[config.mk]
export PLATFORM = sky130hd
export DESIGN_NAME = gc_region_collection_set_selector
export DESIGN_NICKNAME = d
export VERILOG_FILES = /design/src/hdl/gcrcss_pkg.sv /design/src/hdl/gc_region_collection_set_selector.sv /design/src/hdl/gcrcss_alu.sv
export VERILOG_INCLUDE_DIRS = /design/src /design/src/hdl
export SDC_FILE = /design/constraint.sdc
export NUM_CORES = 2
export LEC_CHECK = 0
export BUFFER_PORTS_ARGS = -buffer_cell sky130_fd_sc_hd__buf_2
export CAP_MARGIN = 25
export CELL_PAD_IN_SITES_DETAIL_PLACEMENT = 1
export CELL_PAD_IN_SITES_GLOBAL_PLACEMENT = 2
export CORE_MARGIN = 8
export CORE_UTILIZATION = 43
export CTS_CLUSTER_DIAMETER = 50
export DETAILED_ROUTE_END_ITERATION = 12
export GPL_TIMING_DRIVEN = 0
export PLACE_DENSITY_LB_ADDON = 0.25
export SETUP_SLACK_MARGIN = 0.4
export SLEW_MARGIN = 20
export SYNTH_ARGS = -nofsm -noshare
export SYNTH_HDL_FRONTEND = slang
export SYNTH_SLANG_ARGS = --single-unit
[constraint.sdc]
create_clock -name clock -period 46.6 [get_ports clock]
set_input_delay 13.98 -clock clock [delete_from_list [all_inputs] [get_ports clock]]
set_output_delay 13.98 -clock clock [all_outputs]
set_load 0.05 [all_outputs]
[src/hdl/gc_region_collection_set_selector_defines.svh]
// Assertion macros shared by the collection set selector RTL.
`ifndef GC_REGION_COLLECTION_SET_SELECTOR_DEFINES_SVH
`define GC_REGION_COLLECTION_SET_SELECTOR_DEFINES_SVH

// Same-cycle implication, disabled while reset is high.
`define GCRCSS_ASSERT_NOW(label, clk, rst, ante, cons, msg) \
   label: assert property (@(posedge clk) disable iff (rst) (ante) |-> (cons)) \
      else $error(msg);

// Next-cycle implication, disabled while reset is high.
`define GCRCSS_ASSERT_NEXT(label, clk, rst, ante, cons, msg) \
   label: assert property (@(posedge clk) disable iff (rst) (ante) |=> (cons)) \
      else $error(msg);

`endif

[src/hdl/gcrcss_pkg.sv]
// Types, constants and register codes of the collection set selector.
package gcrcss_pkg;

   localparam int BYTE_W = 48;
   localparam int CNT_W  = 16;
   localparam int AGE_W  = 4;
   localparam int TEN_W  = 5;
   localparam int IDX_W  = 4;
   // Shared adder width: covers byte counts times the percent scale.
   localparam int ALU_W  = 56;

   localparam logic [ALU_W-1:0] GARBAGE_PCT = ALU_W'(25);
   localparam logic [ALU_W-1:0] IGNORE_PCT  = ALU_W'(5);
   localparam logic [ALU_W-1:0] PCT_SCALE   = ALU_W'(100);

   localparam logic [BYTE_W-1:0] BYTE_MAX = '1;
   localparam logic [BYTE_W-1:0] REGION_BYTES_RST = BYTE_W'(4194304);
   localparam logic [TEN_W-1:0]  TENURE_AGE_RST   = TEN_W'(7);

   typedef enum logic [IDX_W-1:0] {
      CSR_YOUNG_BUDGET   = 4'd0,
      CSR_OLD_BUDGET     = 4'd1,
      CSR_SHARED_REGIONS = 4'd2,
      CSR_MIN_GARBAGE    = 4'd3,
      CSR_TENURE_AGE     = 4'd4,
      CSR_YOUNG_STEP     = 4'd5,
      CSR_OLD_STEP       = 4'd6,
      CSR_REGION_BYTES   = 4'd7
   } csr_index_type;

   typedef enum logic [3:0] {
      ST_IDLE,
      ST_MUL,
      ST_SOFT,
      ST_IGN,
      ST_GSUM,
      ST_MING,
      ST_NEED,
      ST_CHECK,
      ST_STEP,
      ST_SUM,
      ST_DONE
   } seq_state_type;

   typedef struct packed {
      logic [ALU_W-1:0] a;
      logic [ALU_W-1:0] b;
      logic             sub;
   } alu_req_type;

   // carry: carry out of an add, or borrow (a < b) of a subtract
   typedef struct packed {
      logic [ALU_W-1:0] res;
      logic             carry;
   } alu_rsp_type;

endpackage

[src/hdl/gc_region_collection_set_selector.sv]
// Collection set selector: per-region candidate test, budget fit with reserve borrowing.
// The result register waits while the output is held; the next region is taken in the
// cycle after the result is registered. One region at a time: the threshold, minimum and
// limit compares and the byte sums run through the single shared 56-bit adder, and each
// reserve region borrowed costs a compare and an add.
// Reset: totals, usage and borrow count clear, config registers take their defaults.
module gc_region_collection_set_selector (
   input  logic                                   clock,
   input  logic                                   reset,
   input  logic                                   req_valid,
   output logic                                   req_ready,
   input  logic [gcrcss_pkg::BYTE_W-1:0]          req_garbage_bytes,
   input  logic [gcrcss_pkg::BYTE_W-1:0]          req_live_bytes,
   input  logic                                   req_is_old_region,
   input  logic [gcrcss_pkg::AGE_W-1:0]           req_region_age,
   input  logic                                   req_last_region,
   output logic                                   rsp_valid,
   input  logic                                   rsp_ready,
   output logic                                   rsp_added,
   output logic [gcrcss_pkg::BYTE_W-1:0]          rsp_young_evac_total,
   output logic [gcrcss_pkg::BYTE_W-1:0]          rsp_old_evac_total,
   output logic [gcrcss_pkg::BYTE_W-1:0]          rsp_promo_total,
   output logic [gcrcss_pkg::BYTE_W-1:0]          rsp_garbage_total,
   output logic                                   rsp_done_res,
   input  logic                                   csr_valid,
   output logic                                   csr_ready,
   input  logic [gcrcss_pkg::IDX_W-1:0]           csr_index,
   input  logic [gcrcss_pkg::BYTE_W-1:0]          csr_wdata
);
   import gcrcss_pkg::*;

   `include "gc_region_collection_set_selector_defines.svh"

   function automatic logic [BYTE_W-1:0] sat_bytes(input logic [ALU_W-1:0] v);
      logic [BYTE_W-1:0] r;
      r = (|v[ALU_W-1:BYTE_W]) ? BYTE_MAX : v[BYTE_W-1:0];
      return r;
   endfunction

   // configuration
   logic [BYTE_W-1:0] young_budget_ff, old_budget_ff, min_garbage_ff;
   logic [BYTE_W-1:0] young_step_ff, old_step_ff, region_bytes_ff;
   logic [CNT_W-1:0]  shared_regions_ff;
   logic [TEN_W-1:0]  tenure_age_ff;

   // batch state
   logic [BYTE_W-1:0] garbage_sum_ff, young_used_ff, old_used_ff;
   logic [BYTE_W-1:0] young_limit_ff, old_limit_ff;
   logic [BYTE_W-1:0] young_evac_ff, old_evac_ff, promo_ff;
   logic [CNT_W-1:0]  borrowed_ff;
   logic              batch_open_ff;

   // current region
   logic [BYTE_W-1:0] garbage_ff, live_ff;
   logic              is_old_ff, last_ff, tenured_ff;
   logic [AGE_W-1:0]  age_ff;
   logic [ALU_W-1:0]  g100_ff, soft_ff, ign_ff;
   logic              soft_hit_ff, ign_hit_ff, added_ff;
   logic [BYTE_W:0]   new_garbage_ff, need_ff;
   logic [BYTE_W-1:0] lim_ff;
   logic [CNT_W-1:0]  taken_ff;

   // result register
   logic              rsp_valid_ff, rsp_added_ff, rsp_done_ff;
   logic [BYTE_W-1:0] rsp_young_ff, rsp_old_ff, rsp_promo_ff, rsp_garbage_ff;

   seq_state_type state_ff, state_in;
   alu_req_type   alu_req;
   alu_rsp_type   alu_rsp;

   logic              req_fire, out_free, commit_ok;
   logic [BYTE_W-1:0] used_sel, limit_sel, step_sel, evac_sel;

   gcrcss_alu u_alu (
      .alu_req (alu_req),
      .alu_rsp (alu_rsp)
   );

   assign req_ready = (state_ff == ST_IDLE);
   assign csr_ready = (state_ff == ST_IDLE);
   assign req_fire  = req_valid && req_ready;
   assign out_free  = !rsp_valid_ff || rsp_ready;

   assign used_sel  = tenured_ff ? old_used_ff  : young_used_ff;
   assign limit_sel = tenured_ff ? old_limit_ff : young_limit_ff;
   assign step_sel  = tenured_ff ? old_step_ff  : young_step_ff;
   assign evac_sel  = !tenured_ff ? young_evac_ff : (is_old_ff ? old_evac_ff : promo_ff);
   assign commit_ok = (taken_ff < shared_regions_ff) && (step_sel != '0);

   always_comb begin
      state_in    = state_ff;
      alu_req.a   = '0;
      alu_req.b   = '0;
      alu_req.sub = 1'b0;
      case (state_ff)
         ST_IDLE: begin
            if (req_fire) state_in = ST_MUL;
         end
         ST_MUL: begin
            state_in = ST_SOFT;
         end
         ST_SOFT: begin
            // soft threshold hit when region_bytes * pct < garbage * 100
            alu_req.a   = soft_ff;
            alu_req.b   = g100_ff;
            alu_req.sub = 1'b1;
            state_in    = ST_IGN;
         end
         ST_IGN: begin
            alu_req.a   = ign_ff;
            alu_req.b   = g100_ff;
            alu_req.sub = 1'b1;
            state_in    = ST_GSUM;
         end
         ST_GSUM: begin
            alu_req.a = ALU_W'(garbage_sum_ff);
            alu_req.b = ALU_W'(garbage_ff);
            state_in  = ST_MING;
         end
         ST_MING: begin
            alu_req.a   = ALU_W'(new_garbage_ff);
            alu_req.b   = ALU_W'(min_garbage_ff);
            alu_req.sub = 1'b1;
            if (soft_hit_ff || (ign_hit_ff && alu_rsp.carry)) state_in = ST_NEED;
            else state_in = ST_DONE;
         end
         ST_NEED: begin
            alu_req.a = ALU_W'(used_sel);
            alu_req.b = ALU_W'(live_ff);
            state_in  = ST_CHECK;
         end
         ST_CHECK: begin
            // borrow means need exceeds the limit
            alu_req.a   = ALU_W'(lim_ff);
            alu_req.b   = ALU_W'(need_ff);
            alu_req.sub = 1'b1;
            if (!alu_rsp.carry) state_in = ST_SUM;
            else if (commit_ok) state_in = ST_STEP;
            else state_in = ST_DONE;
         end
         ST_STEP: begin
            alu_req.a = ALU_W'(lim_ff);
            alu_req.b = ALU_W'(step_sel);
            state_in  = ST_CHECK;
         end
         ST_SUM: begin
            alu_req.a = ALU_W'(evac_sel);
            alu_req.b = ALU_W'(live_ff);
            state_in  = ST_DONE;
         end
         ST_DONE: begin
            if (out_free) state_in = ST_IDLE;
         end
         default: begin
            state_in = ST_IDLE;
         end
      endcase
   end

   // control and batch state
   always_ff @(posedge clock) begin
      if (reset) begin
         state_ff          <= ST_IDLE;
         rsp_valid_ff      <= 1'b0;
         batch_open_ff     <= 1'b0;
         young_budget_ff   <= '0;
         old_budget_ff     <= '0;
         shared_regions_ff <= '0;
         min_garbage_ff    <= '0;
         tenure_age_ff     <= TENURE_AGE_RST;
         young_step_ff     <= '0;
         old_step_ff       <= '0;
         region_bytes_ff   <= REGION_BYTES_RST;
         garbage_sum_ff    <= '0;
         young_used_ff     <= '0;
         old_used_ff       <= '0;
         young_limit_ff    <= '0;
         old_limit_ff      <= '0;
         borrowed_ff       <= '0;
         young_evac_ff     <= '0;
         old_evac_ff       <= '0;
         promo_ff          <= '0;
      end else begin
         state_ff <= state_in;

         if (csr_valid && csr_ready) begin
            case (csr_index)
               CSR_YOUNG_BUDGET:   young_budget_ff   <= csr_wdata;
               CSR_OLD_BUDGET:     old_budget_ff     <= csr_wdata;
               CSR_SHARED_REGIONS: shared_regions_ff <= csr_wdata[CNT_W-1:0];
               CSR_MIN_GARBAGE:    min_garbage_ff    <= csr_wdata;
               CSR_TENURE_AGE:     tenure_age_ff     <= csr_wdata[TEN_W-1:0];
               CSR_YOUNG_STEP:     young_step_ff     <= csr_wdata;
               CSR_OLD_STEP:       old_step_ff       <= csr_wdata;
               CSR_REGION_BYTES:   region_bytes_ff   <= csr_wdata;
               default: ;
            endcase
         end

         // first region of a batch reloads the budgets
         if (req_fire && !batch_open_ff) begin
            young_limit_ff <= young_budget_ff;
            old_limit_ff   <= old_budget_ff;
            borrowed_ff    <= '0;
         end
         if (req_fire) batch_open_ff <= 1'b1;

         if (state_ff == ST_SUM) begin
            borrowed_ff    <= taken_ff;
            garbage_sum_ff <= new_garbage_ff[BYTE_W] ? BYTE_MAX : new_garbage_ff[BYTE_W-1:0];
            if (tenured_ff) begin
               old_limit_ff <= lim_ff;
               old_used_ff  <= need_ff[BYTE_W-1:0];
               if (is_old_ff) old_evac_ff <= sat_bytes(alu_rsp.res);
               else promo_ff <= sat_bytes(alu_rsp.res);
            end else begin
               young_limit_ff <= lim_ff;
               young_used_ff  <= need_ff[BYTE_W-1:0];
               young_evac_ff  <= sat_bytes(alu_rsp.res);
            end
         end

         if (state_ff == ST_DONE && out_free) begin
            rsp_valid_ff <= 1'b1;
            // drop the batch after its last region is reported
            if (last_ff) begin
               batch_open_ff  <= 1'b0;
               garbage_sum_ff <= '0;
               young_used_ff  <= '0;
               old_used_ff    <= '0;
               borrowed_ff    <= '0;
               young_evac_ff  <= '0;
               old_evac_ff    <= '0;
               promo_ff       <= '0;
            end
         end else if (rsp_ready) begin
            rsp_valid_ff <= 1'b0;
         end
      end
   end

   // datapath of the current region and the result register
   always_ff @(posedge clock) begin
      if (req_fire) begin
         garbage_ff <= req_garbage_bytes;
         live_ff    <= req_live_bytes;
         is_old_ff  <= req_is_old_region;
         age_ff     <= req_region_age;
         last_ff    <= req_last_region;
         added_ff   <= 1'b0;
      end
      case (state_ff)
         ST_MUL: begin
            g100_ff    <= ALU_W'(garbage_ff) * PCT_SCALE;
            soft_ff    <= ALU_W'(region_bytes_ff) * GARBAGE_PCT;
            ign_ff     <= ALU_W'(region_bytes_ff) * IGNORE_PCT;
            tenured_ff <= is_old_ff || ({1'b0, age_ff} >= tenure_age_ff);
         end
         ST_SOFT: soft_hit_ff <= alu_rsp.carry;
         ST_IGN:  ign_hit_ff  <= alu_rsp.carry;
         ST_GSUM: new_garbage_ff <= alu_rsp.res[BYTE_W:0];
         ST_NEED: begin
            need_ff  <= alu_rsp.res[BYTE_W:0];
            lim_ff   <= limit_sel;
            taken_ff <= borrowed_ff;
         end
         ST_STEP: begin
            lim_ff   <= sat_bytes(alu_rsp.res);
            taken_ff <= taken_ff + CNT_W'(1);
         end
         ST_SUM: added_ff <= 1'b1;
         ST_DONE: begin
            if (out_free) begin
               rsp_added_ff   <= added_ff;
               rsp_young_ff   <= young_evac_ff;
               rsp_old_ff     <= old_evac_ff;
               rsp_promo_ff   <= promo_ff;
               rsp_garbage_ff <= garbage_sum_ff;
               rsp_done_ff    <= last_ff;
            end
         end
         default: ;
      endcase
   end

   assign rsp_valid            = rsp_valid_ff;
   assign rsp_added            = rsp_added_ff;
   assign rsp_young_evac_total = rsp_young_ff;
   assign rsp_old_evac_total   = rsp_old_ff;
   assign rsp_promo_total      = rsp_promo_ff;
   assign rsp_garbage_total    = rsp_garbage_ff;
   assign rsp_done_res         = rsp_done_ff;

   `GCRCSS_ASSERT_NEXT(a_accept_starts, clock, reset, req_valid && req_ready, state_ff == ST_MUL, "accepted beat did not start the sequence")
   `GCRCSS_ASSERT_NOW(a_young_fits, clock, reset, batch_open_ff, young_used_ff <= young_limit_ff, "young usage above limit")
   `GCRCSS_ASSERT_NOW(a_old_fits, clock, reset, batch_open_ff, old_used_ff <= old_limit_ff, "old usage above limit")
   `GCRCSS_ASSERT_NOW(a_borrow_bounded, clock, reset, state_ff == ST_STEP, taken_ff < shared_regions_ff, "borrow past reserve count")
   `GCRCSS_ASSERT_NEXT(a_commit_adds, clock, reset, state_ff == ST_SUM, (state_ff == ST_DONE) && added_ff, "commit did not mark region added")

endmodule

[src/hdl/gcrcss_alu.sv]
// Shared add/subtract unit used by the selector sequencer for its byte sums and byte compares.
module gcrcss_alu (
   input  gcrcss_pkg::alu_req_type alu_req,
   output gcrcss_pkg::alu_rsp_type alu_rsp
);
   import gcrcss_pkg::*;

   logic [ALU_W:0] sum;

   // Subtract as a + ~b + 1; the top bit is then the borrow.
   assign sum = {1'b0, alu_req.a}
              + ({1'b0, alu_req.b} ^ {(ALU_W+1){alu_req.sub}})
              + {{ALU_W{1'b0}}, alu_req.sub};

   assign alu_rsp.res   = sum[ALU_W-1:0];
   assign alu_rsp.carry = sum[ALU_W];

endmodule

### Word level (Yosys, flattened, before mapping)

Index checks and enable logic that the tools add are counted.

* register bits: 1334
* latch bits: 0
* memory bits (writable): 0
* memory bits (read-only): 0
* memories kept: 0

* $add $sub $neg: 3
* $mul: 3
* div/mod/pow operators: 0
* $lt $le $gt $ge: 2
* equal/unequal tests: 19
* shifts and indexed selects: 0
* multiplexer cells: 57
* bitwise logic cells: 1
* reduce and logical (&&, ||, !) cells: 29

Operator list (count)
* 2-to-1 mux 48 bit: 38
* case mux 109 bit (8 select lines): 1
* multiplier 48 x 5 -> 53 bit (second input constant): 2
* case mux 48 bit (2 select lines): 1
* 2-to-1 mux 16 bit: 4
* adder 53 x 57 -> 57 bit: 1
* adder 57 x 1 -> 57 bit: 1
* bitwise XOR 56 x 57 -> 57 bit: 1
* multiplier 48 x 3 -> 51 bit (second input constant): 1
* nonzero test 48 bit: 1
* case mux 4 bit (10 select lines): 1
* == test 4 x 3 -> 1 bit (second input constant): 8
* case mux 16 bit (2 select lines): 1
* AND reduction 2 bit: 10
* adder 16 x 1 -> 16 bit (second input constant): 1
* == test 4 x 2 -> 1 bit (second input constant): 4
* less-than comparator 16 bit: 1
* 2-to-1 mux 4 bit: 4
* == test 4 bit (second input constant): 3
* == test 4 x 1 -> 1 bit (second input constant): 2
* zero test 4 bit: 2
* OR reduction 8 bit: 1
* logical AND 1 bit: 6
* 2-to-1 mux 1 bit: 6
* other kinds (9): 13

### Longest topological paths before layout

* depth in word-level cells: 13
* mapped depth: 26

### Cells and area by module

A second synthesis with hierarchy kept.

* cells, all modules: 7129
* area total of the unflattened synthesis: 68823.5 um2

Modules (own cells, without submodules)
* gc_region_collection_set_selector: instances 1, cells each 6589, area each 65032.4 um2, sequential area each 32831.5 um2
* gcrcss_alu: instances 1, cells each 540, area each 3791.1 um2, sequential area each 0.0 um2

### Worst setup path after synthesis

Ideal clock, no wire load.

* path kind: input to register
* from: in rsp_ready
* to: reg young_evac_ff[16]
* data arrival time: 24.640 ns
* data required time: 46.459 ns
* path slack: 21.819 ns
* stages on the path: 7
* path buffers: 2
* path through: nor2b_1 nor2_1 a21oi_1 clkbuf_1 clkbuf_1 o21ai_0 a21oi_1

* cells in the longest elaborated chain, start to end: 3

Ends and longest elaborated chain
* start: declaration: RTL line gc_region_collection_set_selector.sv:18 `input logic rsp_ready,`
* logical OR 1 bit: RTL line gc_region_collection_set_selector.sv:82 `assign out_free = !rsp_valid_ff || rsp_ready;`
* logical AND 1 bit: RTL line gc_region_collection_set_selector.sv:223 `if (state_ff == ST_DONE && out_free) begin`
* 2-to-1 mux 48 bit: RTL line gc_region_collection_set_selector.sv:223
* end signal: assignment: RTL line gc_region_collection_set_selector.sv:219 `young_evac_ff <= sat_bytes(alu_rsp.res);`
* end: declaration: RTL line gc_region_collection_set_selector.sv:49 `logic [BYTE_W-1:0] young_evac_ff, old_evac_ff, promo_ff;`

Every way passes these cells.
A chain may end at the register's enable or synchronous reset.

### Worst setup path after layout

* from: reg state_ff[0]
* to: out req_ready

* cells in the longest elaborated chain, start to end: 1

Ends and longest elaborated chain
* start: declaration: RTL line gc_region_collection_set_selector.sv:67 `seq_state_type state_ff, state_in;`
* start signal: assignment: RTL line gc_region_collection_set_selector.sv:184 `state_ff <= state_in;`
* zero test 4 bit: RTL line gc_region_collection_set_selector.sv:79 `assign req_ready = (state_ff == ST_IDLE);`
* end: declaration: RTL line gc_region_collection_set_selector.sv:11 `output logic req_ready,`

Every way passes these cells.

==> out/results.ini <==
[status]
status = finished clean

[die]
start_util_pct = 43.3
pin_count = 356
dieArea_um2 = 173000
fp.coreArea_um2 = 158000
die_y_um = 415
rows = 146
die_w_um = 415

[finish]
n_fill_cell = 17700
final-seq-area_um2 = 32800
fin_cells = 9863
multiInputGateArea_um2 = 32100
final_nets = 8340
drive_gt1_share_pct = 10.0
fin_util_pct = 50.1
syn_to_final_growth_pct = 15.6

[clocking]
clock-root-buffer = clkbuf_16
hold_buffers = 0
postCtsSetupBuffers = 0
h-tree-depth = 4
clk_pin_slew_ns = 0.06
cts-resized-gates = 0
cts_tree = yes
cts.sinks = 1332
cts_max_path_buffers = 3
cts_buffers = 167
insertion_delay_ns = 0.83

[pwr]
p_per_area_nw_per_um2 = 43.0
power_mw = 3.42
p_leak_nw = 33.0
ir_drop_v = 0.0000384

[sta]
slew_viol_final = 0
period_needed_ns = 16.76
setup_slack_ns = 29.84
max_slew.worst_pin.slew_ns = 1.27
hold_viol = 0
period_share_pct = 36.0
slew_headroom_pct = 15.6
rsz0062_at_grt = false
setup_tns_ns = 0
fin_skew_ns = 0.0874
setup_viol = 0
maxClockFrequency_ghz = 0.0597

[placed_design]
portBuffers = 350
gp_congestion = 0.998
hpwl_um = 249000
preCtsSetupSlack_ns = 29.27
dp_cells = 9531

[synthesis]
synthAdderAreaFrac_pct = 11.0
ys_seq_area_share_pct = 47.9
synth_area_leader_cell = edfxtp_1
syn-num-nets = 7770
synth_seq_cells = 1332
synth_top_family_by_area = compound AO/OA/AOI/OAI gates
syn_area_um2 = 68600
synth_area_leaders = edfxtp_1 (27%), dfxtp_1 (21%), ha_1 (8.4%)
synthMuxAreaShare_pct = 4.12
syn_area_per_cell_um2 = 9.72
synth_edf_count = 616
ys_warn_count = 0
ys.flop_type = dfxtp_1
postSynthCellCount = 7062
async_flop_share_pct = 0
synth.top_cell.area_share_pct = 27.0
synth_compound_area_share_pct = 17.7
synth_xor_area_share_pct = 2.40
yosys.area_share.simple_pct = 11.4
synth_cell_types = 87

[critical_path]
worstReg2RegEnd = lim_ff[29]$_DFFE_PP_
cp-end-kind = output pin
path_class = register to output pin
required_ns = 32.62
ff2ff_path_depth = 26
crit_start = state_ff[0]$_SDFFE_PP0P_
rrSetupSlack_ns = 35.14
start_kind = register
timing.rr.start = tenured_ff$_DFFE_PP_
cp.arrival_ns = 2.78
cp_max_fo = 10

[hold_path]
holdPathStages = 2
min_to = young_used_ff[10]$_SDFF_PP0_
hold_path_startpoint = young_used_ff[10]$_SDFF_PP0_
hp-class = register to register

[detailed_routing]
wl_per_cell_um = 31.5
vias = 60500
ant_nets = 0
via_per_inst = 6.14
totalWireLength_um = 310000
drt_iter0_markers = 6976
drc = 0
dr.pass1.iters = 8

[global_route]
grt_pass1_wl_um = 439000
grt_pass1_vias = 60100
antenna_found_initial = 29
grt_max_degree = 79
overflow = 0
grt_usage_pct = 34.6

[job]
drv_cap = 0

-- cell type report --
cell class	instances	share of cell area, %
inverters	549	2.60
repair buffers	401	2.99
well taps	2072	3.27
multi-input cells	4748	40.4
clock buffers	221	5.79
plain buffers	433	2.19
flip-flops and latches	1332	41.4
clock inverters	94	1.32
diodes	13	0.0410
-- cell usage after synthesis (all sizes together), types with 9 or more instances --
library cell,number
a31oi,36
a221oi,47
o31ai,10
a221o,19
o21bai,34
o22ai,12
nor2b,53
nand3,75
mux2i,253
nand4,54
o21a,32
xor2,64
nand4b,23
nand2b,32
inv,549
and2,19
nor3,138
clkbuf,364
nor2,323
o21ai,319
a211oi,133
nor4,29
o211ai,29
fa,88
a22oi,187
dfxtp,716
o22a,12
or3,9
ha,461
a21oi,843
a222oi,56
or2,9
a21o,130
edfxtp,616
and3,25
xnor2,124
nand2,945
buf,69
mux2,26
-- state kept, by name, indices dropped and copies added (netlist names), 49 cells and up --
signal          count
g100_ff            53
ign_ff             51
soft_ff            51
need_ff            49
new_garbage_ff     49
-- how the worst max path moves through the flow --
stage,end,cells past startpoint
CTS,req_ready,5
floorplan,young_evac_ff[16]$_SDFF_PP0_,7
global placement,young_evac_ff[2]$_SDFF_PP0_,8
detailed placement,young_used_ff[6]$_SDFF_PP0_,7
finish,req_ready,5
global route,req_ready,5
-- cells in the final DEF (no fill, tap or decap), types with 88 or more instances in the layout --
cell type	count
a211oi_1	133
a21o_1	130
a21oi_1	843
a22oi_1	187
buf_2	373
clkbuf_1	392
clkbuf_16	171
dfxtp_1	716
edfxtp_1	616
fa_1	88
ha_1	461
inv_1	547
mux2i_1	253
nand2_1	944
nor2_1	322
nor3_1	131
o21ai_0	315
xnor2_1	123
-- logic make-up (layout without fill, tap and decap cells) --
kind of cell | count (synthesis) | count (layout)
AOI/OAI and AO/OA | 1961 | 1961
and+or+nand+nor | 1771 | 1771
DFF | 1332 | 1332
buffers and inverters | 982 | 1698
adders and majority gates | 549 | 549
muxes | 279 | 279
xor gates and xnor gates | 188 | 188
other | 0 | 13
-- layer usage --
metal,GRT usage (%),wire length (um),vias up
met5,0,138,-
met4,19.9,21500,22
met3,6.96,26800,775
met2,53.3,135000,2967
met1,45.4,127000,30400
li1,-,-,26400
-- power breakdown --
part	internal, mW	total [mW]	switching (mW)
combinational	0.227	0.750	0.523
clock	0.750	1.31	0.563
sequential	1.30	1.35	0.0523
-- worst max-delay path, cell delays in order (launching register included) --
cell and delay, ns:
dfxtp_1 0.34, buf_6 0.15, clkbuf_1 0.24, nor4_2 0.76
buf_4 0.22, buf_2 0.25
-- metrics by stage --
stage / hold slack [ns] / instance area, um2
2_1_floorplan: 0.408 / 68600
3_3_place_gp: 0.417 / 73000
3_5_place_dp: 0.435 / 73600
4_1_cts: 0.450 / 79300
5_1_grt: 0.467 / 79300
6_report: 0.455 / 79300
Note: power is estimated with default switching activity, not from simulation.
